--- config.mk ---
export PLATFORM = sky130hd
export DESIGN_NAME = i2c_master_byte_sequencer
export DESIGN_NICKNAME = d
export VERILOG_FILES = /design/src/hw/rtl/i2cms_pkg.sv /design/src/hw/rtl/i2cms_front.sv /design/src/hw/rtl/i2cms_queue.sv /design/src/hw/rtl/i2cms_back.sv /design/src/hw/rtl/i2c_master_byte_sequencer.sv
export SDC_FILE = /design/constraint.sdc
export NUM_CORES = 1
export LEC_CHECK = 0
export BUFFER_PORTS_ARGS = -buffer_cell sky130_fd_sc_hd__clkbuf_2
export CORE_UTILIZATION = 55
export DETAILED_ROUTE_END_ITERATION = 10
export PLACE_DENSITY = 0.81
export SLEW_MARGIN = 30
export SYNTH_ARGS = -nofsm -noshare
export SYNTH_HDL_FRONTEND = slang
export SYNTH_SLANG_ARGS = --single-unit
--- constraint.sdc ---
create_clock -name clk -period 3.1 [get_ports clk]
set_input_delay 0.62 -clock clk [delete_from_list [all_inputs] [get_ports clk]]
set_output_delay 0.62 -clock clk [all_outputs]
set_load 0.05 [all_outputs]
--- src/hw/rtl/i2cms_pkg.sv ---
package i2cms_pkg;

	localparam int unsigned QueueDepthDefault = 2;
	localparam logic [7:0] AckTimeoutReset = 8'd10;
	localparam logic [7:0] PollNever = 8'd255;

	localparam logic [2:0] OP_START = 3'd0;
	localparam logic [2:0] OP_STOP  = 3'd1;
	localparam logic [2:0] OP_WRITE = 3'd2;
	localparam logic [2:0] OP_READ  = 3'd3;
	localparam logic [2:0] OP_WAIT  = 3'd4;
	localparam logic [2:0] OP_PROBE = 3'd5;

	typedef enum logic [2:0] {
		K_START = 3'd0,
		K_STOP  = 3'd1,
		K_WRITE = 3'd2,
		K_READ  = 3'd3,
		K_WAIT  = 3'd4,
		K_PROBE = 3'd5,
		K_HOLD  = 3'd6
	} kind_t;

	typedef struct packed {
		kind_t      kind;
		logic [7:0] data_byte;
		logic       ack_bit;
		logic [7:0] samples;
		logic       fail;
	} cmd_t;

	typedef struct packed {
		logic scl;
		logic sda;
	} lv_t;

	typedef struct packed {
		lv_t  lv;
		logic fin;
	} ph_t;

	function automatic lv_t start_lv(logic [1:0] s);
		lv_t r;
		unique case (s)
			2'd0: r = '{scl: 1'b1, sda: 1'b1};
			2'd1: r = '{scl: 1'b1, sda: 1'b0};
			default: r = '{scl: 1'b0, sda: 1'b0};
		endcase
		return r;
	endfunction

	function automatic lv_t stop_lv(logic [1:0] s);
		lv_t r;
		unique case (s)
			2'd0: r = '{scl: 1'b0, sda: 1'b0};
			2'd1: r = '{scl: 1'b1, sda: 1'b0};
			default: r = '{scl: 1'b1, sda: 1'b1};
		endcase
		return r;
	endfunction

	function automatic lv_t write_lv(logic [7:0] b, logic [4:0] w);
		lv_t r;
		if (w[4]) begin
			r = '{scl: 1'b0, sda: b[0]};
		end else begin
			r = '{scl: w[0], sda: b[3'd7 - w[3:1]]};
		end
		return r;
	endfunction

	function automatic lv_t wait_lv(logic fail, logic [2:0] w);
		lv_t r;
		if (w == 3'd1) begin
			r = '{scl: 1'b1, sda: 1'b1};
		end else if (fail && w >= 3'd2) begin
			r = stop_lv(2'(w - 3'd2));
		end else begin
			r = '{scl: 1'b0, sda: 1'b1};
		end
		return r;
	endfunction

	function automatic ph_t phase_at(cmd_t c, logic [4:0] step, lv_t cur);
		ph_t        r;
		logic [4:0] w;
		logic [4:0] wl;
		w  = 5'd0;
		wl = c.fail ? 5'd5 : 5'd3;
		r  = '{lv: cur, fin: 1'b1};
		unique case (c.kind)
			K_START: begin
				r.lv  = start_lv(step[1:0]);
				r.fin = (step == 5'd2);
			end
			K_STOP: begin
				r.lv  = stop_lv(step[1:0]);
				r.fin = (step == 5'd2);
			end
			K_WRITE: begin
				r.lv  = write_lv(c.data_byte, step);
				r.fin = (step == 5'd16);
			end
			K_READ: begin
				if (step < 5'd16) begin
					r.lv = '{scl: step[0], sda: 1'b1};
				end else if (step < 5'd19) begin
					r.lv = '{scl: (step == 5'd17), sda: c.ack_bit};
				end else begin
					r.lv = '{scl: 1'b0, sda: 1'b1};
				end
				r.fin = c.ack_bit ? (step == 5'd18) : (step == 5'd19);
			end
			K_WAIT: begin
				r.lv  = wait_lv(c.fail, step[2:0]);
				r.fin = (step == (c.fail ? 5'd4 : 5'd2));
			end
			K_PROBE: begin
				if (step < 5'd3) begin
					r.lv = start_lv(step[1:0]);
				end else if (step < 5'd20) begin
					r.lv = write_lv(c.data_byte, 5'(step - 5'd3));
				end else begin
					w = 5'(step - 5'd20);
					if (w < wl) begin
						r.lv = wait_lv(c.fail, w[2:0]);
					end else begin
						r.lv = stop_lv(2'(w - wl));
					end
				end
				r.fin = (step == (c.fail ? 5'd27 : 5'd25));
			end
			default: begin
				r.lv  = cur;
				r.fin = 1'b1;
			end
		endcase
		return r;
	endfunction

endpackage

--- src/hw/rtl/i2cms_front.sv ---
module i2cms_front (
	input  logic              clk,
	input  logic              arst_n,
	input  logic              cfg_we,
	input  logic [7:0]        cfg_wdata,
	input  logic              in_valid,
	output logic              in_ready,
	input  logic [2:0]        operation,
	input  logic [7:0]        data_byte,
	input  logic              send_ack,
	input  logic [7:0]        sda_samples,
	input  logic [7:0]        ack_high_polls,
	output logic              push,
	output i2cms_pkg::cmd_t   push_cmd,
	input  logic              q_ready
);
	import i2cms_pkg::*;

	logic [7:0] ack_timeout_q;
	kind_t      kind;

	always_ff @(posedge clk or negedge arst_n) begin
		if (!arst_n) begin
			ack_timeout_q <= AckTimeoutReset;
		end else if (cfg_we) begin
			ack_timeout_q <= cfg_wdata;
		end
	end

	always_comb begin
		unique case (operation)
			OP_START: kind = K_START;
			OP_STOP:  kind = K_STOP;
			OP_WRITE: kind = K_WRITE;
			OP_READ:  kind = K_READ;
			OP_WAIT:  kind = K_WAIT;
			OP_PROBE: kind = K_PROBE;
			default:  kind = K_HOLD;
		endcase
	end

	assign in_ready = q_ready;
	assign push     = in_valid && q_ready;

	always_comb begin
		push_cmd.kind      = kind;
		push_cmd.data_byte = data_byte;
		push_cmd.ack_bit   = ~send_ack;
		push_cmd.samples   = sda_samples;
		push_cmd.fail      = (ack_high_polls == PollNever) || (ack_high_polls > ack_timeout_q);
	end

endmodule

--- src/hw/rtl/i2cms_queue.sv ---
module i2cms_queue #(
	parameter int unsigned DEPTH = i2cms_pkg::QueueDepthDefault
) (
	input  logic            clk,
	input  logic            arst_n,
	input  logic            push,
	input  i2cms_pkg::cmd_t push_cmd,
	output logic            q_ready,
	output logic            q_valid,
	output i2cms_pkg::cmd_t q_cmd,
	input  logic            pop
);
	import i2cms_pkg::*;

	localparam int unsigned PW = $clog2(DEPTH);
	localparam int unsigned CW = $clog2(DEPTH + 1);

	cmd_t          entry_q [DEPTH];
	logic [PW-1:0] wr_ptr_q;
	logic [PW-1:0] rd_ptr_q;
	logic [CW-1:0] count_q;

	assign q_ready = (count_q != CW'(DEPTH));
	assign q_valid = (count_q != '0);
	assign q_cmd   = entry_q[rd_ptr_q];

	always_ff @(posedge clk) begin
		if (push) begin
			entry_q[wr_ptr_q] <= push_cmd;
		end
	end

	always_ff @(posedge clk or negedge arst_n) begin
		if (!arst_n) begin
			wr_ptr_q <= '0;
			rd_ptr_q <= '0;
			count_q  <= '0;
		end else begin
			if (push) begin
				wr_ptr_q <= (wr_ptr_q == PW'(DEPTH - 1)) ? '0 : PW'(wr_ptr_q + 1'b1);
			end
			if (pop) begin
				rd_ptr_q <= (rd_ptr_q == PW'(DEPTH - 1)) ? '0 : PW'(rd_ptr_q + 1'b1);
			end
			if (push && !pop) begin
				count_q <= CW'(count_q + 1'b1);
			end else if (pop && !push) begin
				count_q <= CW'(count_q - 1'b1);
			end
		end
	end

endmodule

--- src/hw/rtl/i2cms_back.sv ---
module i2cms_back (
	input  logic            clk,
	input  logic            arst_n,
	input  logic            q_valid,
	input  i2cms_pkg::cmd_t q_cmd,
	output logic            pop,
	output logic            out_valid,
	input  logic            out_ready,
	output logic            scl_level,
	output logic            sda_level,
	output logic [7:0]      read_data,
	output logic            ack_error,
	output logic            last
);
	import i2cms_pkg::*;

	typedef enum logic [1:0] {
		ST_IDLE = 2'b01,
		ST_RUN  = 2'b10
	} seq_state_t;

	seq_state_t state_q;
	cmd_t       cmd_q;
	logic [4:0] step_q;
	lv_t        bus_q;
	logic       out_valid_q;
	lv_t        out_lv_q;
	logic [7:0] out_rd_q;
	logic       out_err_q;
	logic       out_last_q;
	ph_t        ph;
	logic       adv;

	assign ph  = phase_at(cmd_q, step_q, bus_q);
	assign adv = (state_q == ST_RUN) && (!out_valid_q || out_ready);
	assign pop = (state_q == ST_IDLE) && q_valid;

	always_ff @(posedge clk) begin
		if (pop) begin
			cmd_q <= q_cmd;
		end
		if (adv) begin
			out_lv_q   <= ph.lv;
			out_last_q <= ph.fin;
			out_rd_q   <= (ph.fin && cmd_q.kind == K_READ) ? cmd_q.samples : 8'd0;
			out_err_q  <= ph.fin && cmd_q.fail && (cmd_q.kind == K_WAIT || cmd_q.kind == K_PROBE);
		end
	end

	always_ff @(posedge clk or negedge arst_n) begin
		if (!arst_n) begin
			state_q     <= ST_IDLE;
			step_q      <= '0;
			bus_q       <= '{scl: 1'b1, sda: 1'b1};
			out_valid_q <= 1'b0;
		end else begin
			if (adv) begin
				out_valid_q <= 1'b1;
			end else if (out_ready) begin
				out_valid_q <= 1'b0;
			end
			unique case (state_q)
				ST_IDLE: begin
					step_q <= '0;
					if (q_valid) begin
						state_q <= ST_RUN;
					end
				end
				ST_RUN: begin
					if (adv) begin
						bus_q  <= ph.lv;
						step_q <= 5'(step_q + 1'b1);
						if (ph.fin) begin
							state_q <= ST_IDLE;
						end
					end
				end
				default: state_q <= ST_IDLE;
			endcase
		end
	end

	assign out_valid = out_valid_q;
	assign scl_level = out_lv_q.scl;
	assign sda_level = out_lv_q.sda;
	assign read_data = out_rd_q;
	assign ack_error = out_err_q;
	assign last      = out_last_q;

endmodule

--- src/hw/rtl/i2c_master_byte_sequencer.sv ---
// a command is held in the queue entry and then the sequencer's command register, and
// each phase beat is registered at the output; throughput: one phase beat per cycle while
//   out_ready allows, plus a load step per command; probe with failed ack wait is longest
// commands wait in a small queue; input beats are taken during a run while it has room
// reset: arst_n asynchronous, bus_q returns to released, ack_timeout to 10, queue empties
module i2c_master_byte_sequencer #(
	parameter int unsigned QUEUE_DEPTH = i2cms_pkg::QueueDepthDefault
) (
	input  logic       clk,
	input  logic       arst_n,
	input  logic       cfg_we,
	input  logic [7:0] cfg_wdata,
	input  logic       in_valid,
	output logic       in_ready,
	input  logic [2:0] operation,
	input  logic [7:0] data_byte,
	input  logic       send_ack,
	input  logic [7:0] sda_samples,
	input  logic [7:0] ack_high_polls,
	output logic       out_valid,
	input  logic       out_ready,
	output logic       scl_level,
	output logic       sda_level,
	output logic [7:0] read_data,
	output logic       ack_error,
	output logic       last
);
	import i2cms_pkg::*;

	logic push;
	cmd_t push_cmd;
	logic q_ready;
	logic q_valid;
	cmd_t q_cmd;
	logic pop;

	i2cms_front u_front (
		.clk            (clk),
		.arst_n         (arst_n),
		.cfg_we         (cfg_we),
		.cfg_wdata      (cfg_wdata),
		.in_valid       (in_valid),
		.in_ready       (in_ready),
		.operation      (operation),
		.data_byte      (data_byte),
		.send_ack       (send_ack),
		.sda_samples    (sda_samples),
		.ack_high_polls (ack_high_polls),
		.push           (push),
		.push_cmd       (push_cmd),
		.q_ready        (q_ready)
	);

	i2cms_queue #(
		.DEPTH (QUEUE_DEPTH)
	) u_queue (
		.clk      (clk),
		.arst_n   (arst_n),
		.push     (push),
		.push_cmd (push_cmd),
		.q_ready  (q_ready),
		.q_valid  (q_valid),
		.q_cmd    (q_cmd),
		.pop      (pop)
	);

	i2cms_back u_back (
		.clk       (clk),
		.arst_n    (arst_n),
		.q_valid   (q_valid),
		.q_cmd     (q_cmd),
		.pop       (pop),
		.out_valid (out_valid),
		.out_ready (out_ready),
		.scl_level (scl_level),
		.sda_level (sda_level),
		.read_data (read_data),
		.ack_error (ack_error),
		.last      (last)
	);

endmodule
==> flow_metrics.py <==
metrics = {
    "pwr": {
        "ir_drop_mv": 0.370,
        "p_per_area_nw_per_um2": 881,
        "p_leak_nw": 2.04,
    },
    "grt": {
        "grt_pass1_vias": 2838,
        "track_usage_pct": 20.9,
        "grt_overflow": 0,
        "grt_pass1_wl_um": 13600,
        "grtUsageMet3_pct": 4.43,
        "grt_max_degree": 23,
        "busiest_layer": "met2",
        "met2_usage_pct": 36.5,
        "antenna_found_initial": 0,
        "met1_usage_pct": 25.4,
    },
    "worst_setup_path": {
        "critPathArrivalTime_ps": 2740,
        "setup.worst_path.class": "flip-flop to flip-flop",
        "crit_path_start_kind": "flip-flop",
        "cp_slowest_cell": "dfrtp_1",
        "cp_cell_sequence": "inv_1, ha_1, mux4_2, mux2i_1, o211ai_1, a21oi_1, nor2_1",
        "critPathCaptureType": "flip-flop",
        "reg2reg_depth": 7,
        "r2r_start": "u_back.step_q[1]",
        "critical-path-max-stage-delay_ps": 680,
        "required_ps": 3220,
        "path_max_fanout": 14,
        "r2r_slack_ps": 480,
        "timing.rr.end": "u_back.sda_level",
    },
    "final_layout": {
        "layout.nets": 462,
        "fill_cells": 593,
        "fin_area_um2": 5120,
        "mostFrequentLayoutCells": "75 x edfxtp_1, 54 x clkbuf_2, 23 x nand2_1, 22 x mux2_2",
        "drive_above_1_share_pct": 28.9,
        "mostFrequentLayoutCell": "edfxtp_1",
        "antenna_cells": 0,
        "area_growth_pct": 12.8,
    },
    "clocking": {
        "htree_levels": 3,
        "worstSkewPairLatency_ps": 360,
        "cts_hold_buf": 0,
        "cts_sinks": 97,
        "cts.repair.resized": 0,
        "cts_tree": "yes",
        "root_buffer": "clkbuf_8",
        "path_clk_slew_ps": 100,
        "clockBufferDepth": 2,
        "cts_made_buffers": 9,
        "cts_setup_buffers": 0,
    },
    "placed_design": {
        "dpl_cell_area_um2": 4930,
        "gp_routability_congestion": 0.875,
        "port_buffers": 54,
        "dp_hpwl_um": 5820,
    },
    "die": {
        "io_pins": 55,
        "start_util_pct": 57.9,
        "core-area_um2": 7850,
        "die_w_um": 92.9,
        "die_h_um": 92.9,
        "num_rows": 32,
        "floorplan.die_area_um2": 8620,
    },
    "route": {
        "finalWirelength_um": 8350,
        "drcViolationCount": 0,
        "drtIter0Drc": 247,
        "vias_per_cell": 5.69,
        "wire_per_inst_um": 16.5,
        "routed-via-count": 2883,
        "final_antenna_net_count": 0,
        "first_pass_iters": 5,
    },
    "timing": {
        "rsz0062_at_grt": "no",
        "layout_worst_path_cycle_share_pct": 84.6,
        "fmax_mhz": 381,
        "timing.slew.headroom_pct": 58.4,
        "finalHoldViolations": 0,
        "tightestPinTransition_ps": 624,
        "finalSetupViolCount": 0,
        "fin_crit_ps": 2620,
        "maxSlewViolCount": 0,
        "fin_setup_tns_ps": 0,
        "fin_skew_ps": 13.0,
    },
    "hold_path": {
        "hold_path.class": "primary input to async pin",
    },
    "synthesis": {
        "yosysWarnings": 0,
        "synth_top_family_by_area": "simple AND/OR/NAND/NOR gates",
        "synth_fa_ha_area_share_pct": 5.79,
        "synth_nets": 405,
        "synth_edf_count": 75,
        "netlist_top_cells_area": "edfxtp_1 50%, dfrtp_1 9.4%, ha_1 5.8%, mux2_2 5.5%, dfstp_2 2.9%",
        "synth-xor-area-share_pct": 2.12,
        "synth-compound-area-share_pct": 8.74,
        "synthArstFlopShare_pct": 22.7,
        "synth.top_cell.area_share_pct": 49.6,
        "synth-seq-area-share_pct": 61.9,
        "yosysTopAreaCell": "edfxtp_1",
        "synthFlopType": "edfxtp_1",
        "ys_seq_elements": 97,
        "yosys-mux-area-fraction_pct": 8.10,
        "avgSynthCellArea_um2": 13.2,
        "ys_types": 51,
        "synthCells": 343,
        "syn-cell-area_um2": 4540,
        "synth_simple_gate_area_share_pct": 9.42,
    },
    "job": {
        "max_cap_viol_count": 0,
    },
    "run_status": {
        "status": "complete, no violations",
    },
}
[Yosys cell counts, drive strengths merged (3+ instances only)]
cell type  instances
xor2               4
nor2              20
a211o              3
inv               22
mux4               4
edfxtp            75
nand2             23
mux2i              3
nor3               4
nand4              7
ha                21
nand2b             6
o21ai             20
xnor2              7
a21o               3
a21oi             16
dfstp              5
o311ai             4
nand3              6
buf               11
mux2              22
clkbuf             6
dfrtp             17
and2               8
[final cells by class]
type / instances / area (µm²) / area share (%)
clock buffers: 9 / 124 / 2.42
clock inverters: 7 / 70.1 / 1.37
inverters: 23 / 100 / 1.95
multi-input cells: 206 / 1550 / 30.3
flip-flops and latches: 97 / 2810 / 54.8
well taps: 102 / 128 / 2.49
repair buffers: 63 / 338 / 6.59
[registers in the layout, indices dropped and copies added, names as in the netlist, 2 cells and up]
name,count
u_back.cmd_q,21
u_back.bus_q,2
u_queue.count_q,2
u_back.read_data,8
u_back.state_q,2
u_back.step_q,5
u_queue.entry_q,42
u_front.ack_timeout_q,8
[where the power goes]
part	internal (W)	total (W)	switching, W
registers	0.00193	0.00220	0.000268
logic	0.000615	0.00153	0.000919
clock network	0.000314	0.000783	0.000469
[metrics by stage]
| step | util, % | setup slack, ps | hold slack, ps | total power, W | instances |
|---|---|---|---|---|---|
| global placement | 62.8 | 604 | 474 | 0.00366 | 491 |
| floorplan | - | 697 | 324 | 0.00329 | 343 |
| CTS | 65.3 | 484 | 260 | 0.00454 | 507 |
| detailed placement | 62.8 | 524 | 506 | 0.00374 | 491 |
| finish | 65.3 | 476 | 259 | 0.00451 | 507 |
| global route | 65.3 | 255 | 282 | 0.00476 | 507 |
[how the worst max path moves through the flow]
stage / startpoint / to / slack (ps) / cells after the start
floorplan: u_back.step_q[2] / u_back.scl_level / 700 / 10
global placement: u_back.step_q[1] / u_back.sda_level / 600 / 7
detailed placement: u_back.step_q[1] / u_back.sda_level / 520 / 7
CTS: u_back.step_q[1] / u_back.sda_level / 480 / 7
global route: u_back.step_q[1] / u_back.sda_level / 250 / 7
finish: u_back.step_q[1] / u_back.sda_level / 480 / 7
[cells by family after synthesis]
kind of cell | count (synthesis)
compound gates | 60
xor+xnor | 11
fa+ha+maj | 21
buf+inv | 40
flops | 97
mux | 29
simple gates | 85
[critical path: cells and delay by family (launching register included)]
family | cells | cell delay, ps
flops | 1 | 680
mux | 2 | 730
compound gates | 2 | 290
simple gates | 1 | 60
buf+inv | 1 | 200
fa+ha+maj | 1 | 420
[per-layer routing]
metal | wire (µm) | part of all wire (%)
met4 | 116 | 1.4
met3 | 445 | 5.3
met2 | 4260 | 51
met1 | 3520 | 42
met5 | 0 | 0
(Power assumes the default switching activity.)
